File: src/rtl/core/ddgc_pkg.sv
// ----------------------------------------------------------------------------
// ddgc_pkg
// Shared types, constants and helper functions of the go-to-pose controller.
// ----------------------------------------------------------------------------
package ddgc_pkg;

    localparam int unsigned IN_DATA_W  = 96;
    localparam int unsigned OUT_DATA_W = 56;
    localparam int unsigned CFG_IDX_W  = 3;
    localparam int unsigned CFG_DATA_W = 16;

    // register indexes
    localparam logic [CFG_IDX_W-1:0] REG_TRANS_GAIN_DIST  = 3'd0;
    localparam logic [CFG_IDX_W-1:0] REG_TRANS_GAIN_DRIVE = 3'd1;
    localparam logic [CFG_IDX_W-1:0] REG_ROT_GAIN_DRIVE   = 3'd2;
    localparam logic [CFG_IDX_W-1:0] REG_ACCEL_STEP       = 3'd3;
    localparam logic [CFG_IDX_W-1:0] REG_MAX_TRANSLATION  = 3'd4;
    localparam logic [CFG_IDX_W-1:0] REG_ARRIVE_DISTANCE  = 3'd5;
    localparam logic [CFG_IDX_W-1:0] REG_HEADING_TOL      = 3'd6;

    // register reset values
    localparam logic [15:0] RST_TRANS_GAIN_DIST  = 16'd5120;
    localparam logic [15:0] RST_TRANS_GAIN_DRIVE = 16'd2560;
    localparam logic [15:0] RST_ROT_GAIN_DRIVE   = 16'd51200;
    localparam logic [15:0] RST_ACCEL_STEP       = 16'd26;
    localparam logic [15:0] RST_MAX_TRANSLATION  = 16'd65280;
    localparam logic [14:0] RST_ARRIVE_DISTANCE  = 15'd41;
    localparam logic [14:0] RST_HEADING_TOL      = 15'd492;

    // angles: 1/8192 rad; CORDIC angle accumulator: 1/65536 rad
    localparam logic signed [17:0] PI_Q      = 18'sd25736;
    localparam logic signed [17:0] TWO_PI_Q  = 18'sd51472;
    localparam logic signed [19:0] HALF_PI_Z = 20'sd102944;

    localparam int unsigned CORDIC_ITERS = 16;

    localparam logic [1:0] PHASE_TURNING = 2'd0;
    localparam logic [1:0] PHASE_DRIVING = 2'd1;
    localparam logic [1:0] PHASE_ARRIVED = 2'd2;

    typedef enum logic [3:0] {
        ST_IDLE,
        ST_SQUARE,
        ST_SQRT,
        ST_DECIDE,
        ST_MUL_TGT,
        ST_RAMP,
        ST_MUL_DRV,
        ST_DRIVE,
        ST_OUTPUT
    } state_t;

    typedef struct packed {
        logic [7:0] pwm;
        logic       fwd;
    } wheel_t;

    function automatic logic [19:0] atan_lut(input logic [3:0] idx);
        logic [19:0] v;
        case (idx)
            4'd0:    v = 20'd51472;
            4'd1:    v = 20'd30386;
            4'd2:    v = 20'd16055;
            4'd3:    v = 20'd8150;
            4'd4:    v = 20'd4091;
            4'd5:    v = 20'd2047;
            4'd6:    v = 20'd1024;
            4'd7:    v = 20'd512;
            4'd8:    v = 20'd256;
            4'd9:    v = 20'd128;
            4'd10:   v = 20'd64;
            4'd11:   v = 20'd32;
            4'd12:   v = 20'd16;
            4'd13:   v = 20'd8;
            4'd14:   v = 20'd4;
            4'd15:   v = 20'd2;
            default: v = 20'd0;
        endcase
        return v;
    endfunction

    // |num| >> 21, capped at 255; forward when num >= 0
    function automatic wheel_t wheel_drive(input logic signed [39:0] num);
        logic [39:0] mag;
        logic [18:0] top;
        wheel_t      w;
        mag   = num[39] ? 40'(-num) : 40'(num);
        top   = mag[39:21];
        w.pwm = (|top[18:8]) ? 8'hFF : top[7:0];
        w.fwd = ~num[39];
        return w;
    endfunction

endpackage

File: src/rtl/core/diff_drive_goto_controller.sv
// ----------------------------------------------------------------------------
// diff_drive_goto_controller
// Rotate-then-translate go-to-pose controller for a differential-drive robot.
//
//   channel  | dir | contents
//   s_axis   | in  | robot pose, goal pose; tuser = apply
//   m_axis   | out | wheel drives, phase, translation and rotation commands
//   cfg      | in  | register writes, index 0..6
//
// One request at a time: m_tvalid rises when the result is loaded, and the
// next request is taken only after that load.
// Two serial squarers run beside the CORDIC, then the square root, the
// distance gain multiply and the two wheel multiplies, plus control steps.
// Synchronous active-low reset; registers return to their defaults.
// A result held on a stalled m_axis keeps the next request waiting there.
// ----------------------------------------------------------------------------
module diff_drive_goto_controller (
    input  logic                                aclk,
    input  logic                                aresetn,
    input  logic                                s_tvalid,
    output logic                                s_tready,
    // pose_x, pose_y, pose_heading, goal_x, goal_y, goal_heading
    input  logic [ddgc_pkg::IN_DATA_W-1:0]      s_tdata,
    // apply
    input  logic                                s_tuser,
    output logic                                m_tvalid,
    input  logic                                m_tready,
    // left_pwm, left_forward, right_pwm, right_forward, motion_phase,
    // translation_cmd, zero bit, rotation_cmd, zero fill
    output logic [ddgc_pkg::OUT_DATA_W-1:0]     m_tdata,
    input  logic                                cfg_wr_en,
    input  logic [ddgc_pkg::CFG_IDX_W-1:0]      cfg_index,
    input  logic [ddgc_pkg::CFG_DATA_W-1:0]     cfg_wdata
);

    ddgc_pkg::state_t state_reg, state_next;

    logic [15:0] gain_dist_reg, gain_drive_reg, rot_gain_reg, accel_reg, max_reg;
    logic [14:0] arrive_reg, tol_reg;

    logic signed [15:0] ph_reg, gh_reg;
    logic               apply_reg, zero_vec_reg;
    logic [15:0]        trans_reg;
    logic [1:0]         phase_reg;
    logic signed [15:0] err_reg;
    logic [14:0]        abs_err_reg;
    logic               driving_reg;
    logic [20:0]        target_reg;
    logic [16:0]        dist_reg;
    logic [31:0]        tp_reg;
    logic [30:0]        rp_reg;
    ddgc_pkg::wheel_t   left_reg, right_reg;
    logic               m_valid_reg;
    logic [52:0]        out_reg;

    logic               accept;
    logic signed [16:0] dx, dy, px, py, gx, gy;
    logic [15:0]        adx, ady;

    logic               mul_a_start, mul_b_start, mul_a_done, mul_b_done;
    logic [16:0]        mul_a_mcand, mul_b_mcand;
    logic [15:0]        mul_a_mplier, mul_b_mplier;
    logic [32:0]        mul_a_prod, mul_b_prod;
    logic               sqrt_start, sqrt_done;
    logic [16:0]        sqrt_root;
    logic signed [16:0] bearing;

    logic               arrived;
    logic signed [17:0] ang_tgt, err_raw, err_wrap, err_abs;
    logic [16:0]        ramp_up, ramp_val, trans_sum;
    logic [15:0]        trans_next;
    logic signed [39:0] tp40, rp40, num_l, num_r;
    logic               out_load;

    assign accept = s_tvalid && s_tready;
    assign px = {s_tdata[15], s_tdata[15:0]};
    assign py = {s_tdata[31], s_tdata[31:16]};
    assign gx = {s_tdata[63], s_tdata[63:48]};
    assign gy = {s_tdata[79], s_tdata[79:64]};
    assign dx = gx - px;
    assign dy = gy - py;
    assign adx = dx[16] ? 16'(-dx) : dx[15:0];
    assign ady = dy[16] ? 16'(-dy) : dy[15:0];

    // configuration
    always_ff @(posedge aclk) begin
        if (!aresetn) begin
            gain_dist_reg  <= ddgc_pkg::RST_TRANS_GAIN_DIST;
            gain_drive_reg <= ddgc_pkg::RST_TRANS_GAIN_DRIVE;
            rot_gain_reg   <= ddgc_pkg::RST_ROT_GAIN_DRIVE;
            accel_reg      <= ddgc_pkg::RST_ACCEL_STEP;
            max_reg        <= ddgc_pkg::RST_MAX_TRANSLATION;
            arrive_reg     <= ddgc_pkg::RST_ARRIVE_DISTANCE;
            tol_reg        <= ddgc_pkg::RST_HEADING_TOL;
        end else if (cfg_wr_en) begin
            case (cfg_index)
                ddgc_pkg::REG_TRANS_GAIN_DIST:  gain_dist_reg  <= cfg_wdata;
                ddgc_pkg::REG_TRANS_GAIN_DRIVE: gain_drive_reg <= cfg_wdata;
                ddgc_pkg::REG_ROT_GAIN_DRIVE:   rot_gain_reg   <= cfg_wdata;
                ddgc_pkg::REG_ACCEL_STEP:       accel_reg      <= cfg_wdata;
                ddgc_pkg::REG_MAX_TRANSLATION:  max_reg        <= cfg_wdata;
                ddgc_pkg::REG_ARRIVE_DISTANCE:  arrive_reg     <= cfg_wdata[14:0];
                ddgc_pkg::REG_HEADING_TOL:      tol_reg        <= cfg_wdata[14:0];
                default: ;
            endcase
        end
    end

    ddgc_mul u_mul_a (
        .aclk(aclk), .aresetn(aresetn), .start(mul_a_start),
        .mcand(mul_a_mcand), .mplier(mul_a_mplier),
        .done(mul_a_done), .prod(mul_a_prod)
    );

    ddgc_mul u_mul_b (
        .aclk(aclk), .aresetn(aresetn), .start(mul_b_start),
        .mcand(mul_b_mcand), .mplier(mul_b_mplier),
        .done(mul_b_done), .prod(mul_b_prod)
    );

    ddgc_sqrt u_sqrt (
        .aclk(aclk), .aresetn(aresetn), .start(sqrt_start),
        .radicand({2'b00, mul_a_prod[31:0]} + {2'b00, mul_b_prod[31:0]}),
        .done(sqrt_done), .root(sqrt_root)
    );

    ddgc_cordic u_cordic (
        .aclk(aclk), .aresetn(aresetn), .start(accept),
        .dx(dx), .dy(dy), .bearing(bearing)
    );

    // phase and heading error
    always_comb begin
        arrived = {2'b00, arrive_reg} > dist_reg;
        if (arrived) begin
            ang_tgt = {{2{gh_reg[15]}}, gh_reg};
        end else if (zero_vec_reg) begin
            ang_tgt = '0;
        end else begin
            ang_tgt = {bearing[16], bearing};
        end
        err_raw = ang_tgt - {{2{ph_reg[15]}}, ph_reg};
        if (err_raw > ddgc_pkg::PI_Q) begin
            err_wrap = err_raw - ddgc_pkg::TWO_PI_Q;
        end else if (err_raw < -ddgc_pkg::PI_Q) begin
            err_wrap = err_raw + ddgc_pkg::TWO_PI_Q;
        end else begin
            err_wrap = err_raw;
        end
        err_abs = err_wrap[17] ? -err_wrap : err_wrap;
    end

    // translation ramp and clamp
    always_comb begin
        ramp_up   = {1'b0, trans_reg} + {1'b0, accel_reg};
        trans_sum = {1'b0, trans_reg};
        if ({5'd0, trans_reg} > target_reg) begin
            ramp_val = target_reg[16:0];
        end else if ({5'd0, trans_reg} < target_reg) begin
            ramp_val = ramp_up;
        end else begin
            ramp_val = trans_sum;
        end
        trans_next = (ramp_val > {1'b0, max_reg}) ? max_reg : ramp_val[15:0];
    end

    // wheel drive sums
    always_comb begin
        tp40  = signed'({3'd0, tp_reg, 5'd0});
        rp40  = err_reg[15] ? -signed'({9'd0, rp_reg}) : signed'({9'd0, rp_reg});
        num_l = tp40 - rp40;
        num_r = tp40 + rp40;
    end

    // next state
    always_comb begin
        state_next = state_reg;
        case (state_reg)
            ddgc_pkg::ST_IDLE:    if (accept) state_next = ddgc_pkg::ST_SQUARE;
            ddgc_pkg::ST_SQUARE:  if (mul_a_done && mul_b_done) state_next = ddgc_pkg::ST_SQRT;
            ddgc_pkg::ST_SQRT:    if (sqrt_done) state_next = ddgc_pkg::ST_DECIDE;
            ddgc_pkg::ST_DECIDE:  state_next = ddgc_pkg::ST_MUL_TGT;
            ddgc_pkg::ST_MUL_TGT: if (mul_a_done) state_next = ddgc_pkg::ST_RAMP;
            ddgc_pkg::ST_RAMP:    state_next = ddgc_pkg::ST_MUL_DRV;
            ddgc_pkg::ST_MUL_DRV: if (mul_a_done) state_next = ddgc_pkg::ST_DRIVE;
            ddgc_pkg::ST_DRIVE:   state_next = ddgc_pkg::ST_OUTPUT;
            ddgc_pkg::ST_OUTPUT:  if (out_load) state_next = ddgc_pkg::ST_IDLE;
            default:              state_next = ddgc_pkg::ST_IDLE;
        endcase
    end

    // control outputs
    always_comb begin
        s_tready     = 1'b0;
        mul_a_start  = 1'b0;
        mul_b_start  = 1'b0;
        sqrt_start   = 1'b0;
        out_load     = 1'b0;
        mul_a_mcand  = {1'b0, adx};
        mul_a_mplier = adx;
        mul_b_mcand  = {1'b0, ady};
        mul_b_mplier = ady;
        case (state_reg)
            ddgc_pkg::ST_IDLE: begin
                s_tready    = 1'b1;
                mul_a_start = s_tvalid;
                mul_b_start = s_tvalid;
            end
            ddgc_pkg::ST_SQUARE: begin
                sqrt_start = mul_a_done && mul_b_done;
            end
            ddgc_pkg::ST_DECIDE: begin
                mul_a_start  = 1'b1;
                mul_a_mcand  = dist_reg;
                mul_a_mplier = gain_dist_reg;
            end
            ddgc_pkg::ST_RAMP: begin
                mul_a_start  = 1'b1;
                mul_a_mcand  = {1'b0, trans_next};
                mul_a_mplier = gain_drive_reg;
                mul_b_start  = 1'b1;
                mul_b_mcand  = {2'b00, abs_err_reg};
                mul_b_mplier = rot_gain_reg;
            end
            ddgc_pkg::ST_OUTPUT: begin
                out_load = !m_valid_reg || m_tready;
            end
            default: ;
        endcase
    end

    always_ff @(posedge aclk) begin
        if (!aresetn) begin
            state_reg   <= ddgc_pkg::ST_IDLE;
            trans_reg   <= '0;
            phase_reg   <= ddgc_pkg::PHASE_TURNING;
            left_reg    <= '{pwm: 8'd0, fwd: 1'b1};
            right_reg   <= '{pwm: 8'd0, fwd: 1'b1};
            m_valid_reg <= 1'b0;
        end else begin
            state_reg <= state_next;
            if (state_reg == ddgc_pkg::ST_DECIDE) begin
                if (arrived) begin
                    phase_reg <= ddgc_pkg::PHASE_ARRIVED;
                end else if (err_abs > {3'd0, tol_reg}) begin
                    phase_reg <= ddgc_pkg::PHASE_TURNING;
                end else begin
                    phase_reg <= ddgc_pkg::PHASE_DRIVING;
                end
            end
            if (state_reg == ddgc_pkg::ST_RAMP) begin
                trans_reg <= trans_next;
            end
            if (state_reg == ddgc_pkg::ST_DRIVE && apply_reg) begin
                left_reg  <= ddgc_pkg::wheel_drive(num_l);
                right_reg <= ddgc_pkg::wheel_drive(num_r);
            end
            if (out_load) begin
                m_valid_reg <= 1'b1;
            end else if (m_tready) begin
                m_valid_reg <= 1'b0;
            end
        end
    end

    // request payload and intermediate results
    always_ff @(posedge aclk) begin
        if (accept) begin
            ph_reg       <= s_tdata[47:32];
            gh_reg       <= s_tdata[95:80];
            apply_reg    <= s_tuser;
            zero_vec_reg <= (dx == 17'sd0) && (dy == 17'sd0);
        end
        if (sqrt_done) begin
            dist_reg <= sqrt_root;
        end
        if (state_reg == ddgc_pkg::ST_DECIDE) begin
            err_reg     <= err_wrap[15:0];
            abs_err_reg <= err_abs[14:0];
            driving_reg <= !arrived && !(err_abs > {3'd0, tol_reg});
        end
        if (state_reg == ddgc_pkg::ST_MUL_TGT && mul_a_done) begin
            target_reg <= driving_reg ? mul_a_prod[32:12] : 21'd0;
        end
        if (state_reg == ddgc_pkg::ST_MUL_DRV && mul_a_done) begin
            tp_reg <= mul_a_prod[31:0];
            rp_reg <= mul_b_prod[30:0];
        end
        if (out_load) begin
            out_reg <= {err_reg, 1'b0, trans_reg, phase_reg,
                        right_reg.fwd, right_reg.pwm, left_reg.fwd, left_reg.pwm};
        end
    end

    assign m_tvalid = m_valid_reg;
    assign m_tdata  = {3'd0, out_reg};

endmodule

File: src/rtl/core/ddgc_mul.sv
// ----------------------------------------------------------------------------
// ddgc_mul
// Bit-serial unsigned multiplier, one multiplier bit per cycle.
// ----------------------------------------------------------------------------
module ddgc_mul (
    input  logic        aclk,
    input  logic        aresetn,
    input  logic        start,
    input  logic [16:0] mcand,
    input  logic [15:0] mplier,
    output logic        done,
    output logic [32:0] prod
);

    logic [16:0] a_reg;
    logic [17:0] hi_reg, hi_next;
    logic [15:0] lo_reg, lo_next;
    logic [3:0]  cnt_reg;
    logic        busy_reg;
    logic        done_reg;
    logic [17:0] sum;

    always_comb begin
        sum     = hi_reg + (lo_reg[0] ? {1'b0, a_reg} : 18'd0);
        hi_next = {1'b0, sum[17:1]};
        lo_next = {sum[0], lo_reg[15:1]};
    end

    always_ff @(posedge aclk) begin
        if (!aresetn) begin
            busy_reg <= 1'b0;
            done_reg <= 1'b0;
            cnt_reg  <= '0;
        end else begin
            done_reg <= busy_reg && (cnt_reg == 4'd15);
            if (start) begin
                busy_reg <= 1'b1;
                cnt_reg  <= '0;
            end else if (busy_reg) begin
                cnt_reg <= cnt_reg + 4'd1;
                if (cnt_reg == 4'd15) begin
                    busy_reg <= 1'b0;
                end
            end
        end
    end

    always_ff @(posedge aclk) begin
        if (start) begin
            a_reg  <= mcand;
            hi_reg <= '0;
            lo_reg <= mplier;
        end else if (busy_reg) begin
            hi_reg <= hi_next;
            lo_reg <= lo_next;
        end
    end

    assign done = done_reg;
    assign prod = {hi_reg[16:0], lo_reg};

endmodule

File: src/rtl/core/ddgc_sqrt.sv
// ----------------------------------------------------------------------------
// ddgc_sqrt
// Digit-by-digit square root, one result bit per cycle, rounded to nearest.
// ----------------------------------------------------------------------------
module ddgc_sqrt (
    input  logic        aclk,
    input  logic        aresetn,
    input  logic        start,
    input  logic [33:0] radicand,
    output logic        done,
    output logic [16:0] root
);

    logic [34:0] rem_reg;
    logic [34:0] root_reg;
    logic [33:0] bit_reg;
    logic [4:0]  cnt_reg;
    logic        busy_reg;
    logic        done_reg;
    logic [34:0] trial;
    logic        fits;

    assign trial = root_reg + {1'b0, bit_reg};
    assign fits  = rem_reg >= trial;

    always_ff @(posedge aclk) begin
        if (!aresetn) begin
            busy_reg <= 1'b0;
            done_reg <= 1'b0;
            cnt_reg  <= '0;
        end else begin
            done_reg <= busy_reg && (cnt_reg == 5'd16);
            if (start) begin
                busy_reg <= 1'b1;
                cnt_reg  <= '0;
            end else if (busy_reg) begin
                cnt_reg <= cnt_reg + 5'd1;
                if (cnt_reg == 5'd16) begin
                    busy_reg <= 1'b0;
                end
            end
        end
    end

    always_ff @(posedge aclk) begin
        if (start) begin
            rem_reg  <= {1'b0, radicand};
            root_reg <= '0;
            bit_reg  <= 34'h1_0000_0000;
        end else if (busy_reg) begin
            if (fits) begin
                rem_reg  <= rem_reg - trial;
                root_reg <= {1'b0, root_reg[34:1]} + {1'b0, bit_reg};
            end else begin
                root_reg <= {1'b0, root_reg[34:1]};
            end
            bit_reg <= {2'b00, bit_reg[33:2]};
        end
    end

    assign done = done_reg;
    assign root = root_reg[16:0] + {16'd0, (rem_reg > root_reg)};

endmodule

File: src/rtl/core/ddgc_cordic.sv
// ----------------------------------------------------------------------------
// ddgc_cordic
// Vectoring CORDIC for the bearing atan2(dy, dx), one iteration per cycle.
// ----------------------------------------------------------------------------
module ddgc_cordic (
    input  logic               aclk,
    input  logic               aresetn,
    input  logic               start,
    input  logic signed [16:0] dx,
    input  logic signed [16:0] dy,
    output logic signed [16:0] bearing
);

    logic signed [27:0] x_reg, y_reg;
    logic signed [19:0] z_reg;
    logic [3:0]         i_reg;
    logic               busy_reg;
    logic signed [27:0] x0, y0, xs, ys;
    logic signed [19:0] ang, z_rnd;

    assign x0    = {{3{dx[16]}}, dx, 8'd0};
    assign y0    = {{3{dy[16]}}, dy, 8'd0};
    assign xs    = x_reg >>> i_reg;
    assign ys    = y_reg >>> i_reg;
    assign ang   = signed'(ddgc_pkg::atan_lut(i_reg));
    assign z_rnd = z_reg + 20'sd4;

    always_ff @(posedge aclk) begin
        if (!aresetn) begin
            busy_reg <= 1'b0;
            i_reg    <= '0;
        end else if (start) begin
            busy_reg <= 1'b1;
            i_reg    <= '0;
        end else if (busy_reg) begin
            i_reg <= i_reg + 4'd1;
            if (i_reg == 4'(ddgc_pkg::CORDIC_ITERS - 1)) begin
                busy_reg <= 1'b0;
            end
        end
    end

    always_ff @(posedge aclk) begin
        if (start) begin
            if (!dx[16]) begin
                x_reg <= x0;
                y_reg <= y0;
                z_reg <= '0;
            end else if (!dy[16]) begin
                x_reg <= y0;
                y_reg <= -x0;
                z_reg <= ddgc_pkg::HALF_PI_Z;
            end else begin
                x_reg <= -y0;
                y_reg <= x0;
                z_reg <= -ddgc_pkg::HALF_PI_Z;
            end
        end else if (busy_reg) begin
            if (!y_reg[27]) begin
                x_reg <= x_reg + ys;
                y_reg <= y_reg - xs;
                z_reg <= z_reg + ang;
            end else begin
                x_reg <= x_reg - ys;
                y_reg <= y_reg + xs;
                z_reg <= z_reg - ang;
            end
        end
    end

    assign bearing = z_rnd[19:3];

endmodule
File: config.mk
export PLATFORM = sky130hd
export DESIGN_NAME = diff_drive_goto_controller
export DESIGN_NICKNAME = d
export VERILOG_FILES = /design/src/rtl/core/ddgc_pkg.sv /design/src/rtl/core/diff_drive_goto_controller.sv /design/src/rtl/core/ddgc_mul.sv /design/src/rtl/core/ddgc_sqrt.sv /design/src/rtl/core/ddgc_cordic.sv
export SDC_FILE = /design/constraint.sdc
export NUM_CORES = 2
export LEC_CHECK = 0
export ABC_AREA = 0
export BUFFER_PORTS_ARGS = -buffer_cell sky130_fd_sc_hd__buf_2
export CAP_MARGIN = 10
export CORE_MARGIN = 2
export CORE_UTILIZATION = 40
export CTS_CLUSTER_DIAMETER = 120
export DETAILED_ROUTE_END_ITERATION = 16
export PLACE_DENSITY = 0.62
export SETUP_SLACK_MARGIN = 0.5
export SLEW_MARGIN = 20
export SYNTH_ARGS = -nofsm -noshare
export SYNTH_HDL_FRONTEND = slang
export SYNTH_SLANG_ARGS = --single-unit
File: constraint.sdc
create_clock -name aclk -period 7.5 [get_ports aclk]
set_input_delay 0.375 -clock aclk [delete_from_list [all_inputs] [get_ports aclk]]
set_output_delay 0.375 -clock aclk [all_outputs]
set_load 0.01 [all_outputs]
==> impl_results.md <==
- Design Area, Final: 0.06126 sq mm
- Launching element type of the critical path: register
- Post-synth top flop: sky130_fd_sc_hd__edfxtp_1
- Longest individual stage delay on the worst path: 0.39 ns
- Clk buf depth: 3
- Number of maximum-capacitance violations: 0
- ANT cells: 0
- Starting density of the core: 0.4016
- Number of distinct library cells after synthesis: 105
- Static leakage: 24.41 nW
- Crit Path Class: reg2reg
- Placement row count: 134
- Met3 capacity usage during global routing: 0.02969
- Ratio of final minimum period to clock period: 1.105
- RSZ-0062 raised after global routing: true
- Area of the mapped netlist: 0.05339 sq mm
- Detail-routed net length per standard cell: 20.31 um
- Instance area after placement: 0.05740 sq mm
- Clock-pin transition on the worst setup and hold timing paths: 0.06 ns
- Sequential share of the synthesized area: 0.3253
- Worst path required time: 8.08 ns
- Placer's final routability congestion estimate: 0.9545
- Gate count after technology mapping: 6,247
- Aggregate global routing overflow: 0
- Arrival @ worst endpoint: 8.87 ns
- Total area of sequential cells: 0.01738 sq mm
- Achievable clock frequency: 0.1207 GHz
- I/O Buffers: 174
- Maximum number of pins on one net before global-route repair: 95
- Standard cell core area: 0.1330 sq mm
- Flip-flop count of the largest register after layout: 52
- Top Usage Layer GRT: met2
- Mean area per synthesized cell: 8.547 sq um
- Final-layout setup total negative slack: -1.943 ns
- Source-to-sink clock delay at the later pin of the worst-skew pair: 0.71 ns
- Relative area change from synthesis to final layout: 14.74%
- Number of failing setup endpoints in the final timing report: 3
- Number of antenna violations at the first check in global routing: 6
- R2r startpoint: dist_reg[1]
- YS warnings: 0
- Non-filler cells in the finished layout: 8,404
- Highest ir drop seen on vdd: 0.0004138 V
- Hpwl dp: 131,800 um
- Via count of the first global-routing pass: 45,348
- Number of slew-limit violations in the final report: 0
- Number of clock sinks: 671
- Overall fraction of global-route tracks in use: 0.2431
- Transition time at the pin with the least slew margin: 1.149 ns
- Kind of path behind the tightest hold check: in2reg
- Initial DRT Pass Iterations: 6
- Violations in the final reports: setup timing
- Relative slew slack: 0.2313
- Number of enable-type register cells in the synthesized netlist: 393
- Number of flip-flops and latches in the synthesized netlist: 671
- Filler instances: 12,847
- Share of final-layout standard cells stronger than drive strength 1: 0.1300
- Htree depth: 3
- Final setup margin: -0.7877 ns
- Result of the run: finished with violations
- Chip Width: 369.4 um
- ANT nets after route: 0
- Critical path origin: dist_reg[1]
- Most prevalent standard cell on the critical path: sky130_fd_sc_hd__o21a_1
- Via/cell ratio: 5.697
- Clock period minus final worst setup slack: 8.288 ns
- Final routed wirelength across all metal layers: 170,700 um
- Highest-count cells in the layout ignoring fill and taps: sky130_fd_sc_hd__nand2_1 (699), sky130_fd_sc_hd__nor2_1 (543), sky130_fd_sc_hd__a21oi_1 (471)
- Synth async-reset ratio: 0
- I/O pin total: 179
- # nets final: 7,165
- Placed cell count: 8,184
- Global routing usage on met2: 0.4098
- DRC violation total after the first TritonRoute iteration: 4,176
- Final hold vios: 0
- Drc violations: 0
- Pre-CTS WS: -1.018 ns
- Area used by multi-input combinational logic: 0.03409 sq mm
- Power density normalized to cell area: 405.8 mW/mm^2
- Root cell of the clock tree: sky130_fd_sc_hd__clkbuf_16
- TritonCTS clock tree: done
- Final worst clock skew: 0.05043 ns
- Hold path startpoint: cfg_wdata[1]
- Cts bufs inserted: 80
- Total number of vias: 47,874
- CP Capture Type: register
- Most common library cell in the layout ignoring fill and taps: sky130_fd_sc_hd__nand2_1
- Vertical die dimension: 369.4 um
- Worst path slowest cell: sky130_fd_sc_hd__edfxtp_1
- Wire length of the first global-routing pass: 261,700 um
- Worst-path fanout max: 5
- M1 GR Usage: 0.3257
- Total Die Area: 0.1364 sq mm
-- metrics by stage --
stage,hold slack [ns],power [mW],utilization
2_1_floorplan,0.4003,14.95,-
3_3_place_gp,0.4107,19.27,0.4317
3_5_place_dp,0.4143,19.48,0.4317
4_1_cts,0.01080,24.30,0.4571
5_1_grt,0.02878,26.55,0.4608
6_report,0.04698,24.86,0.4608
-- cell type report --
class / count / share of cell area
multi-input cells: 4933 / 0.5565
flip-flops and latches: 671 / 0.2837
repair buffers: 494 / 0.05645
well taps: 1768 / 0.03611
clock buffers: 107 / 0.03582
inverters: 390 / 0.02402
clock inverters: 40 / 0.007312
repair inverters: 1 / 0.0001225
-- metal layers --
metal	wire (um)	vias up
met2	80830	1394
li1	-	23250
met3	9950	237
met4	4800	2
met5	17	-
met1	75120	22991
-- what timing repair did --
action	4_1_cts	5_1_grt
hold buffers	34	0
pin swaps	31	24
resized for setup	46	80
setup buffers	25	12
gates cloned	1	0
endpoints found under the setup margin	16	50
endpoints found under the hold margin	34	0
-- synthesized netlist by cell type (38+ instances only) --
master | count | share of area
sky130_fd_sc_hd__edfxtp_1 | 393 | 0.22
sky130_fd_sc_hd__inv_1 | 384 | 0.027
sky130_fd_sc_hd__o21a_1 | 74 | 0.010
sky130_fd_sc_hd__and2_1 | 99 | 0.012
sky130_fd_sc_hd__mux4_2 | 53 | 0.022
sky130_fd_sc_hd__o31ai_1 | 64 | 0.0090
sky130_fd_sc_hd__nand4_1 | 61 | 0.0071
sky130_fd_sc_hd__mux2i_1 | 101 | 0.019
sky130_fd_sc_hd__a21o_1 | 95 | 0.013
sky130_fd_sc_hd__nor2b_1 | 74 | 0.0087
sky130_fd_sc_hd__a21boi_0 | 125 | 0.018
sky130_fd_sc_hd__a31oi_1 | 86 | 0.010
sky130_fd_sc_hd__nand3_1 | 142 | 0.013
sky130_fd_sc_hd__nor4_1 | 38 | 0.0045
sky130_fd_sc_hd__and3_1 | 45 | 0.0053
sky130_fd_sc_hd__nand2b_1 | 67 | 0.0079
sky130_fd_sc_hd__or3_1 | 40 | 0.0047
sky130_fd_sc_hd__ha_1 | 461 | 0.11
sky130_fd_sc_hd__nand2_1 | 703 | 0.049
sky130_fd_sc_hd__xor2_1 | 151 | 0.025
sky130_fd_sc_hd__o211ai_1 | 99 | 0.014
sky130_fd_sc_hd__dfxtp_1 | 278 | 0.10
sky130_fd_sc_hd__a211oi_1 | 42 | 0.0059
sky130_fd_sc_hd__xnor2_1 | 307 | 0.050
sky130_fd_sc_hd__a21oi_1 | 478 | 0.045
sky130_fd_sc_hd__clkbuf_1 | 204 | 0.014
sky130_fd_sc_hd__nor3_1 | 136 | 0.013
sky130_fd_sc_hd__o21ai_0 | 358 | 0.034
sky130_fd_sc_hd__nor2_1 | 545 | 0.038
sky130_fd_sc_hd__o21bai_1 | 58 | 0.0082
-- path summary, 6_finish.rpt --
check / end / slack [ns] / cells after the start
setup / recovery: phase_reg[0] / -0.79 / 42
hold / removal: gain_dist_reg[1] / 0.05 / 3
setup reg to reg: phase_reg[0] / -0.79 / 42
hold reg to reg: out_reg[38] / 0.42 / 0
-- worst max-delay path: cells and delay by family, from the launching register on --
| family | cells | cell delay (ns) |
|---|---|---|
| compound gates | 27 | 5.25 |
| flops | 1 | 0.39 |
| simple gates | 5 | 0.80 |
| fa+ha+maj | 4 | 1.03 |
| buf+inv | 5 | 0.54 |
| xor+xnor | 1 | 0.17 |
-- logic make-up after synthesis --
family,count (synthesis),synth area share
AND/OR/NAND/NOR,2107,0.1868
other,1,0.00007023
AO/OA/AOI/OAI,1718,0.2063
flip-flops,671,0.3253
adder cells (fa/ha/maj),473,0.1125
buffers and inverters,646,0.04846
multiplexers,172,0.04509
XOR/XNOR,459,0.07543
-- power by group --
part / internal [mW] / switching, mW
clock: 2.31 / 1.67
sequential: 5.10 / 0.968
combinational: 6.90 / 7.92
No activity file was read; power rests on OpenSTA's default activity.
